File: src/rtl/core/assert_macros.svh
// Assertion helpers used by the RTL.
`ifndef ASSERT_MACROS_SVH
`define ASSERT_MACROS_SVH

// Same-cycle implication, disabled while reset is held.
`define ASSERT_IMPLY(lbl, clk, rstn, ante, cons, msg) \
    lbl: assert property (@(posedge clk) disable iff (!rstn) (ante) |-> (cons)) \
        else $error(msg);

// Next-cycle implication, disabled while reset is held.
`define ASSERT_NEXT(lbl, clk, rstn, ante, cons, msg) \
    lbl: assert property (@(posedge clk) disable iff (!rstn) (ante) |=> (cons)) \
        else $error(msg);

`endif

File: src/rtl/core/q5kdp_pkg.sv
package q5kdp_pkg;

    localparam int SCALE_WORDS   = 3;
    localparam int SCALE_W       = 6;
    localparam int WEIGHT_W      = 5;
    localparam int ACT_W         = 8;
    localparam int SCW_W         = SCALE_W + WEIGHT_W;
    localparam int DOT_PROD_W    = SCW_W + 1 + ACT_W;
    localparam int CORR_PROD_W   = SCALE_W + 1 + ACT_W;
    localparam int DOT_ACC_W     = 27;
    localparam int CORR_ACC_W    = 23;
    localparam int MIN_CORR_W    = 22;
    localparam int S_TDATA_W     = 72;
    localparam int M_TDATA_W     = 56;

    typedef enum logic {
        ACT_SCALE = 1'b0,
        ACT_DATA  = 1'b1
    } t_action;

    typedef struct packed {
        logic valid;
        logic last;
    } t_ctrl;

    typedef struct packed {
        logic [SCALE_W-1:0] scale;
        logic [SCALE_W-1:0] min;
    } t_scale_min;

    function automatic t_scale_min unpack_scale_min(
        input logic [31:0] w0,
        input logic [31:0] w1,
        input logic [31:0] w2,
        input logic [2:0]  sub
    );
        t_scale_min res;
        logic [1:0] k;
        logic [7:0] b0;
        logic [7:0] b1;
        logic [7:0] b2;
        k  = sub[1:0];
        b0 = w0[k*8 +: 8];
        b1 = w1[k*8 +: 8];
        b2 = w2[k*8 +: 8];
        if (!sub[2]) begin
            res.scale = b0[5:0];
            res.min   = b1[5:0];
        end else begin
            res.scale = {b0[7:6], b2[3:0]};
            res.min   = {b1[7:6], b2[7:4]};
        end
        return res;
    endfunction

endpackage

File: src/rtl/core/q5kdp_lane.sv
module q5kdp_lane (
    input  logic                                          i_clk,
    input  logic                                          i_en,
    input  logic        [q5kdp_pkg::SCALE_W-1:0]          i_scale,
    input  logic        [q5kdp_pkg::SCALE_W-1:0]          i_min,
    input  logic        [q5kdp_pkg::WEIGHT_W-1:0]         i_weight,
    input  logic signed [q5kdp_pkg::ACT_W-1:0]            i_act,
    output logic signed [q5kdp_pkg::DOT_PROD_W-1:0]       o_dot_prod,
    output logic signed [q5kdp_pkg::CORR_PROD_W-1:0]      o_corr_prod
);
    import q5kdp_pkg::*;

    logic        [SCW_W-1:0]       r_scw;
    logic        [SCALE_W-1:0]     r_min;
    logic signed [ACT_W-1:0]       r_act;
    logic        [SCW_W-1:0]       n_scw;
    logic signed [DOT_PROD_W-1:0]  r_dot_prod;
    logic signed [CORR_PROD_W-1:0] r_corr_prod;
    logic signed [DOT_PROD_W-1:0]  n_dot_prod;
    logic signed [CORR_PROD_W-1:0] n_corr_prod;

    assign n_scw       = SCW_W'(i_scale) * SCW_W'(i_weight);
    assign n_dot_prod  = $signed({1'b0, r_scw}) * r_act;
    assign n_corr_prod = $signed({1'b0, r_min}) * r_act;

    always_ff @(posedge i_clk) begin
        if (i_en) begin
            r_scw       <= n_scw;
            r_min       <= i_min;
            r_act       <= i_act;
            r_dot_prod  <= n_dot_prod;
            r_corr_prod <= n_corr_prod;
        end
    end

    assign o_dot_prod  = r_dot_prod;
    assign o_corr_prod = r_corr_prod;

endmodule

File: src/rtl/core/q5kdp_merge.sv
module q5kdp_merge (
    input  logic                                          i_clk,
    input  logic                                          i_rst_n,
    input  logic                                          i_en,
    input  q5kdp_pkg::t_ctrl                              i_ctrl,
    input  logic signed [q5kdp_pkg::DOT_PROD_W-1:0]       i_dot_lo,
    input  logic signed [q5kdp_pkg::DOT_PROD_W-1:0]       i_dot_hi,
    input  logic signed [q5kdp_pkg::CORR_PROD_W-1:0]      i_corr_lo,
    input  logic signed [q5kdp_pkg::CORR_PROD_W-1:0]      i_corr_hi,
    input  logic                                          i_out_ready,
    output logic                                          o_out_valid,
    output logic        [q5kdp_pkg::DOT_ACC_W-1:0]        o_dot_sum,
    output logic        [q5kdp_pkg::MIN_CORR_W-1:0]       o_min_corr
);
    import q5kdp_pkg::*;

    logic [DOT_ACC_W-1:0]  r_dot_acc;
    logic [CORR_ACC_W-1:0] r_corr_acc;
    logic [DOT_ACC_W-1:0]  n_dot_acc;
    logic [CORR_ACC_W-1:0] n_corr_acc;
    logic                  r_out_valid;
    logic [DOT_ACC_W-1:0]  r_dot_sum;
    logic [MIN_CORR_W-1:0] r_min_corr;

    assign n_dot_acc  = r_dot_acc + DOT_ACC_W'(i_dot_lo) + DOT_ACC_W'(i_dot_hi);
    assign n_corr_acc = r_corr_acc + CORR_ACC_W'(i_corr_lo) + CORR_ACC_W'(i_corr_hi);

    always_ff @(posedge i_clk) begin
        if (!i_rst_n) begin
            r_dot_acc   <= '0;
            r_corr_acc  <= '0;
            r_out_valid <= 1'b0;
        end else begin
            r_out_valid <= (i_en && i_ctrl.valid && i_ctrl.last)
                           || (r_out_valid && !i_out_ready);
            if (i_en && i_ctrl.valid) begin
                if (i_ctrl.last) begin
                    r_dot_acc   <= '0;
                    r_corr_acc  <= '0;
                end else begin
                    r_dot_acc   <= n_dot_acc;
                    r_corr_acc  <= n_corr_acc;
                end
            end
        end
    end

    always_ff @(posedge i_clk) begin
        if (i_en && i_ctrl.valid && i_ctrl.last) begin
            r_dot_sum  <= n_dot_acc;
            r_min_corr <= n_corr_acc[MIN_CORR_W-1:0];
        end
    end

    assign o_out_valid = r_out_valid;
    assign o_dot_sum   = r_dot_sum;
    assign o_min_corr  = r_min_corr;

endmodule

File: src/rtl/core/q5k_q8_integer_dot_product.sv
// Channel   Direction  Handshake                        Contents
// s_axis    in         s_axis_tvalid / s_axis_tready    scale word or data item
// m_axis    out        m_axis_tvalid / m_axis_tready    dot sum and min correction
//
// One transaction is taken per cycle unless a result waits in the output register;
// a result follows its last item through stage s1, stage s2 and the output register.
// Two lanes each multiply scale by weight, then by the activation, in two stages.
// Reset is synchronous and active low; the scale words are not cleared.
// While a result waits in the output register, the whole pipeline holds.
module q5k_q8_integer_dot_product (
    input  logic                                  i_clk,
    input  logic                                  i_rst_n,
    input  logic                                  s_axis_tvalid,
    output logic                                  s_axis_tready,
    // word_index, scale_word, pair_index, low_bits_byte, high_bits_byte,
    // act_low, act_high, zero padding
    input  logic [q5kdp_pkg::S_TDATA_W-1:0]       s_axis_tdata,
    // action
    input  logic                                  s_axis_tuser,
    // last_item
    input  logic                                  s_axis_tlast,
    output logic                                  m_axis_tvalid,
    input  logic                                  m_axis_tready,
    // dot_sum, min_corr, zero padding
    output logic [q5kdp_pkg::M_TDATA_W-1:0]       m_axis_tdata
);
    import q5kdp_pkg::*;
    `include "assert_macros.svh"

    logic                       w_adv;
    logic                       w_accept;
    logic [1:0]                 w_word_index;
    logic [31:0]                w_scale_word;
    logic [1:0]                 w_pair;
    logic [7:0]                 w_low;
    logic [7:0]                 w_high;
    logic signed [ACT_W-1:0]    w_act_lo;
    logic signed [ACT_W-1:0]    w_act_hi;
    logic [2:0]                 w_sub_lo;
    logic [2:0]                 w_sub_hi;
    t_scale_min                 w_sm_lo;
    t_scale_min                 w_sm_hi;
    logic [WEIGHT_W-1:0]        w_wt_lo;
    logic [WEIGHT_W-1:0]        w_wt_hi;
    logic [31:0]                r_scale_words [SCALE_WORDS];
    t_ctrl                      r_s1;
    t_ctrl                      r_s2;
    t_ctrl                      n_s1;
    logic signed [DOT_PROD_W-1:0]  w_dot_lo;
    logic signed [DOT_PROD_W-1:0]  w_dot_hi;
    logic signed [CORR_PROD_W-1:0] w_corr_lo;
    logic signed [CORR_PROD_W-1:0] w_corr_hi;
    logic                       w_out_valid;
    logic [DOT_ACC_W-1:0]       w_dot_sum;
    logic [MIN_CORR_W-1:0]      w_min_corr;

    assign w_adv    = !w_out_valid || m_axis_tready;
    assign w_accept = s_axis_tvalid && w_adv;

    assign w_word_index = s_axis_tdata[1:0];
    assign w_scale_word = s_axis_tdata[33:2];
    assign w_pair       = s_axis_tdata[35:34];
    assign w_low        = s_axis_tdata[43:36];
    assign w_high       = s_axis_tdata[51:44];
    assign w_act_lo     = s_axis_tdata[59:52];
    assign w_act_hi     = s_axis_tdata[67:60];

    assign w_sub_lo = {w_pair, 1'b0};
    assign w_sub_hi = {w_pair, 1'b1};
    assign w_sm_lo  = unpack_scale_min(r_scale_words[0], r_scale_words[1],
                                       r_scale_words[2], w_sub_lo);
    assign w_sm_hi  = unpack_scale_min(r_scale_words[0], r_scale_words[1],
                                       r_scale_words[2], w_sub_hi);
    assign w_wt_lo  = {w_high[w_sub_lo], w_low[3:0]};
    assign w_wt_hi  = {w_high[w_sub_hi], w_low[7:4]};

    always_ff @(posedge i_clk) begin
        if (w_accept && t_action'(s_axis_tuser) == ACT_SCALE
                && 32'(w_word_index) < SCALE_WORDS) begin
            r_scale_words[w_word_index] <= w_scale_word;
        end
    end

    always_comb begin
        n_s1.valid = w_accept && t_action'(s_axis_tuser) == ACT_DATA;
        n_s1.last  = s_axis_tlast;
    end

    always_ff @(posedge i_clk) begin
        if (!i_rst_n) begin
            r_s1 <= '0;
            r_s2 <= '0;
        end else if (w_adv) begin
            r_s1 <= n_s1;
            r_s2 <= r_s1;
        end
    end

    q5kdp_lane u_lane_lo (
        .i_clk       (i_clk),
        .i_en        (w_adv),
        .i_scale     (w_sm_lo.scale),
        .i_min       (w_sm_lo.min),
        .i_weight    (w_wt_lo),
        .i_act       (w_act_lo),
        .o_dot_prod  (w_dot_lo),
        .o_corr_prod (w_corr_lo)
    );

    q5kdp_lane u_lane_hi (
        .i_clk       (i_clk),
        .i_en        (w_adv),
        .i_scale     (w_sm_hi.scale),
        .i_min       (w_sm_hi.min),
        .i_weight    (w_wt_hi),
        .i_act       (w_act_hi),
        .o_dot_prod  (w_dot_hi),
        .o_corr_prod (w_corr_hi)
    );

    q5kdp_merge u_merge (
        .i_clk       (i_clk),
        .i_rst_n     (i_rst_n),
        .i_en        (w_adv),
        .i_ctrl      (r_s2),
        .i_dot_lo    (w_dot_lo),
        .i_dot_hi    (w_dot_hi),
        .i_corr_lo   (w_corr_lo),
        .i_corr_hi   (w_corr_hi),
        .i_out_ready (m_axis_tready),
        .o_out_valid (w_out_valid),
        .o_dot_sum   (w_dot_sum),
        .o_min_corr  (w_min_corr)
    );

    assign s_axis_tready = w_adv;
    assign m_axis_tvalid = w_out_valid;
    assign m_axis_tdata  = {(M_TDATA_W - DOT_ACC_W - MIN_CORR_W)'(0), w_min_corr,
                            w_dot_sum};

    `ASSERT_IMPLY(a_stall_only_on_result, i_clk, i_rst_n,
                  !s_axis_tready, m_axis_tvalid,
                  "input stalled without a pending result")
    `ASSERT_IMPLY(a_result_from_last, i_clk, i_rst_n,
                  $rose(m_axis_tvalid), $past(r_s2.valid && r_s2.last),
                  "result without a final data item")
    `ASSERT_NEXT(a_stage_held, i_clk, i_rst_n,
                 r_s2.valid && !s_axis_tready, r_s2.valid,
                 "pending data item lost during a stall")

endmodule

File: config.mk
export PLATFORM = sky130hd
export DESIGN_NAME = q5k_q8_integer_dot_product
export DESIGN_NICKNAME = d
export VERILOG_FILES = /design/src/rtl/core/q5kdp_pkg.sv /design/src/rtl/core/q5kdp_lane.sv /design/src/rtl/core/q5kdp_merge.sv /design/src/rtl/core/q5k_q8_integer_dot_product.sv
export VERILOG_INCLUDE_DIRS = /design/src /design/src/rtl/core
export SDC_FILE = /design/constraint.sdc
export NUM_CORES = 1
export LEC_CHECK = 0
export ABC_AREA = 1
export BUFFER_PORTS_ARGS = -buffer_cell sky130_fd_sc_hd__buf_2
export CAP_MARGIN = 20
export CORE_MARGIN = 2
export CORE_UTILIZATION = 51
export CTS_CLUSTER_DIAMETER = 80
export DETAILED_ROUTE_END_ITERATION = 7
export PLACE_DENSITY = 0.79
export SYNTH_ARGS = -nofsm -noshare
export SYNTH_HDL_FRONTEND = slang
export SYNTH_SLANG_ARGS = --single-unit
File: constraint.sdc
create_clock -name i_clk -period 7.9 [get_ports i_clk]
set_clock_uncertainty 0.05 [all_clocks]
set_input_delay 1.185 -clock i_clk [delete_from_list [all_inputs] [get_ports i_clk]]
set_output_delay 1.185 -clock i_clk [all_outputs]
set_load 0.02 [all_outputs]
# Word level (Yosys, flattened, before mapping)
# Memories as Yosys holds them, arrays and structs flattened.
# Cells that the tools add are included.
[word_totals]
ram_bits = 96
n_memories = 1
regBits = 224
wordCells = 61
[memory_table]
columns = ["name", "depth", "width", "rd", "rd_ports_with_merged_regs", "write_ports", "line", "rtl"]
rows = [
  ["r_scale_words", 3, 32, 3, 0, 1, "q5k_q8_integer_dot_product.sv:45", "logic [31:0] r_scale_words [SCALE_WORDS];"],
]
[op_classes]
n_shift = 6
n_mux = 10
reduce_logical = 11
n_bitwise = 1
order_cmp = 3
multipliers = 6
addsub = 4
[ops]
columns = ["operator", "n"]
rows = [
  ["indexed part select 32 x 6 -> 8 bit", 6],
  ["adder 27 bit", 2],
  ["adder 23 bit", 2],
  ["multiplier 12 x 8 -> 20 bit", 2],
  ["multiplier 7 x 8 -> 15 bit", 2],
  ["two-way mux 27 bit", 1],
  ["two-way mux 12 bit", 2],
  ["two-way mux 23 bit", 1],
  ["multiplier 6 x 5 -> 11 bit", 2],
  ["< comparator 3 x 4 -> 1 bit, second input constant", 2],
  ["logical AND 1 bit", 7],
  ["binary-select mux 1 bit (select 2 bit)", 2],
  ["two-way mux 1 bit", 4],
  ["logical NOT 1 bit", 2],
  ["logical OR 1 bit", 2],
  ["< comparator 2 bit, second input constant", 1],
  ["NOT 1 bit", 1],
]

# Logic depth before layout (Yosys ltp)
# Gate-level depths: netlist (run 1).
[logic_depth]
ltp_word = 7
mapped_depth = 22
mapped_depth_nobuf = 20

# Hierarchy
# From an unflattened synthesis (run 1), not the netlist that was laid out.
[hier_totals]
hier_cells = 3453
hier_area_um2 = 28613.7
[modules_own_cells]
columns = ["module", "area_each_um2", "n_inst", "cells_per_inst"]
rows = [
  ["q5kdp_lane at u_lane_hi", 8493.1, 1, 1088],
  ["q5kdp_lane at u_lane_lo", 8488.1, 1, 1088],
  ["q5kdp_merge", 7379.6, 1, 940],
  ["q5k_q8_integer_dot_product", 4252.8, 1, 337],
]

# Worst setup path after synthesis (run 1)
# Ideal clock, no wire load.
[synth_timing]
path_type = "input to register"
start = "input m_axis_tready"
end = "memory r_scale_words[0][0], enable pin"
stages = 4
required_time_ps = 7389
setup_ps = 461
path_buffers = 0
arrival_time_ps = 6454
setup_slack_ps = 935
path_cell_list = "nor2_2 inv_1 nand3_1 nor3_1"
[synth_via]
elab_chain_len = 6
[synth_rtl]
columns = ["item", "line", "rtl"]
rows = [
  ["start: declaration", "q5k_q8_integer_dot_product.sv:23", "input logic m_axis_tready,"],
  ["logical OR 1 bit", "q5k_q8_integer_dot_product.sv:57", "assign w_adv = !w_out_valid || m_axis_tready;"],
  ["net s_axis_tready", "q5k_q8_integer_dot_product.sv:14", "output logic s_axis_tready,"],
  ["logical AND 1 bit", "q5k_q8_integer_dot_product.sv:58", "assign w_accept = s_axis_tvalid && w_adv;"],
  ["logical AND 1 bit", "q5k_q8_integer_dot_product.sv:78", "if (w_accept && t_action'(s_axis_tuser) == ACT_SCALE"],
  ["logical AND 1 bit", "q5k_q8_integer_dot_product.sv:79", "&& 32'(w_word_index) < SCALE_WORDS) begin"],
  ["two-way mux 1 bit", "q5k_q8_integer_dot_product.sv:78", ""],
  ["two-way mux 1 bit (implied by the code)", "q5k_q8_integer_dot_product.sv:80", "r_scale_words[w_word_index] <= w_scale_word;"],
  ["end: declaration", "q5k_q8_integer_dot_product.sv:45", ""],
]
# The timed path passes the listed nets, and every way through them passes these cells.

# Worst setup path in the final report (run 1)
[layout_timing]
start = "register u_lane_hi.r_act[7]"
end = "register u_lane_hi.r_dot_prod[13] (netlist: u_lane_hi.o_dot_prod[13]) (data pin)"
[layout_via]
elab_chain_len = 1
[layout_rtl]
columns = ["item", "line", "rtl"]
rows = [
  ["start: declaration", "q5kdp_lane.sv:15", "logic signed [ACT_W-1:0] r_act;"],
  ["start signal: assignment", "q5kdp_lane.sv:30", "r_act <= i_act;"],
  ["multiplier 12 x 8 -> 20 bit", "q5kdp_lane.sv:23", "assign n_dot_prod = $signed({1'b0, r_scw}) * r_act;"],
  ["net u_lane_hi.n_dot_prod[13]", "q5kdp_lane.sv:19", "logic signed [DOT_PROD_W-1:0] n_dot_prod;"],
  ["end signal: assignment", "q5kdp_lane.sv:31", "r_dot_prod <= n_dot_prod;"],
  ["end: declaration", "q5kdp_lane.sv:17", "logic signed [DOT_PROD_W-1:0] r_dot_prod;"],
]
# The timed path passes the listed nets, and every way through them passes these cells.
# A chain may end at the register's enable or synchronous reset.

==> flow_summary.ini, run 1 <==
[run_status]
status = completed

[timing]
slew_violations = 0
rsz0062_at_grt = no
period_share = 0.637
fin_crit_ns = 5.03
setup_violations = 0
fin_setup_tns_ns = 0
finalHoldViolations = 0
slew_headroom = 0.292
max_freq_mhz = 199
tightest_slew_ns = 1.06

[critical_path]
startpoint = u_lane_hi.r_act[7]
critical_path_arrival_ns = 5.29
reg2reg_to = u_lane_hi.o_dot_prod[13]
r2r_slack_ns = 2.87
endpoint_kind = flip-flop
crit_required_ns = 8.16
worst_setup_path_start_kind = flip-flop
crit_fanout = 12
critical_path.endpoint = u_lane_hi.o_dot_prod[13]
rr_worst_depth = 17
critical_path_class = reg -> reg
rr_startpoint = u_lane_hi.r_act[7]

[logic_synthesis]
synthSimpleGateAreaFrac = 0.169
synth_area_leaders = edfxtp_1 (30%), fa_1 (19%), ha_1 (11%), nand2_1 (11%), inv_1 (9.0%)
syn_area_per_cell_um2 = 8.88
synth-edff-count = 265
synthMuxAreaShare = 0
mappedNetlistArea_mm2 = 0.0268
yosysWarnings = 0
synth_top_family_by_area = adder cells
ys_seq_area_frac = 0.338
synth_compound_area_frac = 0.0505
yosys.area_share.xor_xnor = 0.0332
synth_top_cell_area_share = 0.297
async_flop_share = 0
ys_types = 46
synth.most_common_cell = nand2_1
synth_ff_type = edfxtp_1
synthTopCellsByCount = nand2_1 (751), inv_1 (642), edfxtp_1 (265), fa_1 (253), ha_1 (243)
synthCells = 3015
synth_fa_ha_area_frac = 0.303
synth-seq-cells = 319
synth.largest_area_cell = edfxtp_1

[clock_network]
cts_made_buffers = 37
htree_levels = 2
cts.reportedPaths.clkPinSlew_ns = 0.06
cts_root_buffer = clkbuf_16
insertion_delay_ns = 0.55
cts_max_path_buffers = 3
holdBufCountCts = 0
clock-sinks = 319
cts_tree = built
cts_resized = 0
post_cts_buffers = 0

[detailed_routing]
wl_per_cell_um = 14.5
vias_per_cell = 5.04
drc_errors = 0
vias = 19198
dr.pass1.iters = 6
wirelength_um = 55300
drt_iter0_markers = 1107
ant_nets = 0

[worst_hold_path]
hp-class = reg -> reg

[die]
core_mm2 = 0.0516
start_util = 0.519
rows = 83
die_y_um = 233
die_w_um = 233
ioPinCount = 136
dieArea_mm2 = 0.0543

[placement]
placement.io_buffers = 124
placed_cell_area_mm2 = 0.0279
dp_hpwl_um = 42900
place.gp.congestion = 0.917

[job]
drv_cap = 0

[grt]
first_global_vias = 19558
grt_usage = 0.212
grt_max_degree = 65
antenna_found_initial = 11
grt_pass1_wl_um = 92700
grt_overflow = 0

[finish]
finalInstanceArea_mm2 = 0.0292
drive_above_1_share = 0.0749
syn2layout_area_growth_pct = 9.10
nNetsFinal = 3668
==> metal layers <==
metal,global-route usage,share of wire,up-vias
li1,-,-,9500
met1,0.274,0.44,9097
met5,0,0.00054,-
met3,0.0371,0.061,100
met4,0.0611,0.024,6
met2,0.364,0.48,495
==> cell usage in the layout, fill, tap and decap left out, drive strengths merged, types with 21 or more instances in the layout <==
master / netlist / final
clkbuf: 82 / 44
nor2: 167 / 167
nand3: 109 / 109
nand4: 21 / 21
edfxtp: 265 / 265
nand2: 761 / 761
buf: 20 / 136
a21oi: 135 / 135
xor2: 79 / 79
dfxtp: 54 / 54
and2: 22 / 22
fa: 253 / 253
o21ai: 54 / 54
inv: 646 / 652
ha: 243 / 243
==> worst max-delay path, cell delays in order (launching register included) <==
cell,delay [ns]
edfxtp_1,0.60
inv_1,0.32
or2_2,0.37
fa_1,0.48
fa_1,0.54
inv_1,0.05
fa_1,0.54
inv_1,0.06
fa_1,0.52
inv_1,0.04
ha_1,0.34
nand2_1,0.11
inv_1,0.04
a21boi_1,0.20
o21ai_0,0.17
and2_1,0.19
o21bai_1,0.13
nand2_1,0.06
==> flip-flops by register name, indices dropped and copies added, names as in the netlist, 15 cells and up <==
name / count
u_merge.o_min_corr: 22
u_lane_hi.o_corr_prod: 15
u_merge.o_dot_sum: 27
u_lane_lo.o_dot_prod: 20
u_merge.r_dot_acc: 27
u_lane_hi.o_dot_prod: 20
u_lane_lo.o_corr_prod: 15
r_scale_words: 96
u_merge.r_corr_acc: 22
==> per-stage QoR <==
step                      setup slack (ns)  hold WS, ns  std cells   util
after floorplan                      0.935        0.379       3021      -
after global placement                2.52        0.386       3734  0.541
after detailed placement              2.48        0.396       3734  0.541
after CTS                             2.84        0.405       3802  0.565
after global routing                  2.52        0.427       3804  0.566
final                                 2.87        0.401       3809  0.566
==> area by class of cell <==
type	count	area, um^2
tap	680	851
timing repair buffer	136	714
antenna	6	15.0
fill	4389	22400
clock inverter	24	231
clock buffer	44	1000
inverter	647	2430
multi-input combinational	1953	14900
sequential	319	9040
==> cells by family after synthesis <==
kind of cell             count (synthesis)
AO/OA/AOI/OAI                          245
adder cells (fa/ha/maj)                496
XOR/XNOR                                98
buffers and inverters                  749
other                                    1
flip-flops                             319
AND/OR/NAND/NOR                       1107
==> worst min path at each step <==
stage | start | to | slack, ns | depth (start not counted)
floorplan | r_s2[1] | r_s2[1] | 0.38 | 2
global placement | r_s2[1] | r_s2[1] | 0.39 | 2
detailed placement | r_s2[1] | r_s2[1] | 0.40 | 2
CTS | r_s2[1] | r_s2[1] | 0.40 | 2
global route | r_s2[1] | r_s2[1] | 0.43 | 2
finish | r_s2[1] | r_s2[1] | 0.40 | 2
Power of run 1 is not shown: default switching activity piles up to over one toggle a cycle in this logic, so the estimate is an artifact.
==> inputs of run 2 (changes only) <==
--- a/config.mk
+++ b/config.mk
@@ -13,7 +13,7 @@
 export CORE_UTILIZATION = 51
 export CTS_CLUSTER_DIAMETER = 80
 export DETAILED_ROUTE_END_ITERATION = 7
-export PLACE_DENSITY = 0.79
+export PLACE_DENSITY = 0.82
 export SYNTH_ARGS = -nofsm -noshare
 export SYNTH_HDL_FRONTEND = slang
 export SYNTH_SLANG_ARGS = --single-unit
==> constraint.sdc (replaced) <==
create_clock -name i_clk -period 4.59 [get_ports i_clk]
set_clock_uncertainty 0.05 [all_clocks]
set_input_delay 0.6885 -clock i_clk [delete_from_list [all_inputs] [get_ports i_clk]]
set_output_delay 0.6885 -clock i_clk [all_outputs]
set_load 0.02 [all_outputs]
==> run 2 against run 1 <==
Count of clock-buffer cells in the layout increased by 1. Routed wire length increased by 3.4%. Register-to-register slack got worse by 2.7 ns. Via count grew 1.8%. Critical path depth shrank 2. Cell count is 1.8% higher. Worst hold slack worse by 0.14 ns. Sequential cell count unchanged. Final area increased by 2.3%. First-iteration DRC count rose by 13%. Fmax rose by 14%. Die area is the same. Critical endpoint is now u_lane_lo.o_dot_prod[12].
==> flow_summary.ini, run 2 (synthesized netlist as in run 1, its figures left out) <==
[run_status]
status = completed

[detailed_routing]
drc_errors = 0
wirelength_um = 57200
vias_per_cell = 5.04
ant_nets = 0
wl_per_cell_um = 14.7
vias = 19549
drt_iter0_markers = 1251
dr.pass1.iters = 6

[die]
dieArea_mm2 = 0.0543
start_util = 0.519
ioPinCount = 136
die_y_um = 233
die_w_um = 233
rows = 83
core_mm2 = 0.0516

[grt]
grt_usage = 0.219
antenna_found_initial = 4
grt_overflow = 0
first_global_vias = 20160
grt_max_degree = 64
grt_pass1_wl_um = 96100

[clock_network]
insertion_delay_ns = 0.55
htree_levels = 2
holdBufCountCts = 0
cts_max_path_buffers = 3
cts_made_buffers = 36
clock-sinks = 319
cts.reportedPaths.clkPinSlew_ns = 0.06
cts_tree = built
cts_root_buffer = clkbuf_16

[placement]
placed_cell_area_mm2 = 0.0285
placement.io_buffers = 124
dp_hpwl_um = 45200
post-place-ws_ns = 0.0606
place.gp.congestion = 0.935

[timing]
period_share = 0.964
finalHoldViolations = 0
tightest_slew_ns = 0.973
setup_violations = 0
slew_violations = 0
max_freq_mhz = 226
fin_crit_ns = 4.43
setup_ws_ns = 0.163
slew_headroom = 0.350

[worst_hold_path]
hp-class = in -> reg

[critical_path]
endpoint_kind = flip-flop
worst_setup_path_start_kind = flip-flop
crit_fanout = 8
crit_required_ns = 4.91
critical_path_arrival_ns = 4.75
critical_path_class = reg -> reg

[finish]
multi_input_area_mm2 = 0.0150
top_register = r_scale_words
regArea_mm2 = 0.00904
final_common_cell = nand2_1
syn2layout_area_growth_pct = 11.6
finalInstanceArea_mm2 = 0.0299
nNetsFinal = 3742
final_cell_mix = nand2_1 (750), inv_1 (638), edfxtp_1 (265), fa_1 (252), ha_1 (241)
nFillCells = 4276
largest_reg_flops = 96
drive_above_1_share = 0.100

[job]
drv_cap = 0
==> run 2: path summary, 6_finish.rpt <==
path	start	end	slack (ns)	cells past startpoint
worst max-delay path	u_lane_lo.r_act[5]	u_lane_lo.o_dot_prod[12]	0.16	15
worst max register to register	u_lane_lo.r_act[5]	u_lane_lo.o_dot_prod[12]	0.16	15
worst min register to register	r_s2[1]	r_s2[1]	0.41	2
worst min-delay path	s_axis_tdata[52]	u_lane_lo.r_act[0]	0.26	1
==> run 2: repair_timing <==
item / in CTS / in global routing
setup buffers: 0 / 13
gates resized for setup: 0 / 18
endpoints found under the setup margin: 0 / 16
==> run 2: worst max-delay path: stages, from the launching register on <==
cell and delay [ns]:
edfxtp_1 0.53, buf_4 0.23, nand2_1 0.06, inv_1 0.06, fa_1 0.56, fa_1 0.43, fa_1 0.49, inv_1 0.05
fa_1 0.48, inv_1 0.05, ha_1 0.35, a21oi_1 0.19, o21ai_1 0.11, a21o_1 0.19, a31oi_1 0.16, xor2_1 0.26
==> run 2: cell type report <==
cell class / count / area share
Antenna cell: 2 / 0.000168
Clock buffer: 45 / 0.0320
Clock inverter: 20 / 0.00917
Inverter: 647 / 0.0814
Multi-Input combinational cell: 1953 / 0.502
Sequential cell: 319 / 0.303
Tap cell: 680 / 0.0285
Timing Repair Buffer: 211 / 0.0447
==> run 2: routing by layer <==
layer / GRT usage / routed length [um] / vias to the layer above
li1: - / - / 9652
met1: 0.285 / 25000 / 9304
met2: 0.377 / 27700 / 484
met3: 0.0309 / 3090 / 105
met4: 0.0703 / 1430 / 4
met5: 0 / 33 / -
==> run 2: per-stage QoR <==
stage | setup TNS (ns) | cells | hold WS (ns) | utilization
after global routing | -0.0576 | 3876 | 0.243 | 0.579
after CTS | 0 | 3862 | 0.228 | 0.576
final | 0 | 3877 | 0.256 | 0.579
after detailed placement | 0 | 3797 | 0.400 | 0.552
after floorplan | 0 | 3021 | 0.379 | -
after global placement | 0 | 3797 | 0.389 | 0.552
Power of run 2 is left out for the same reason.
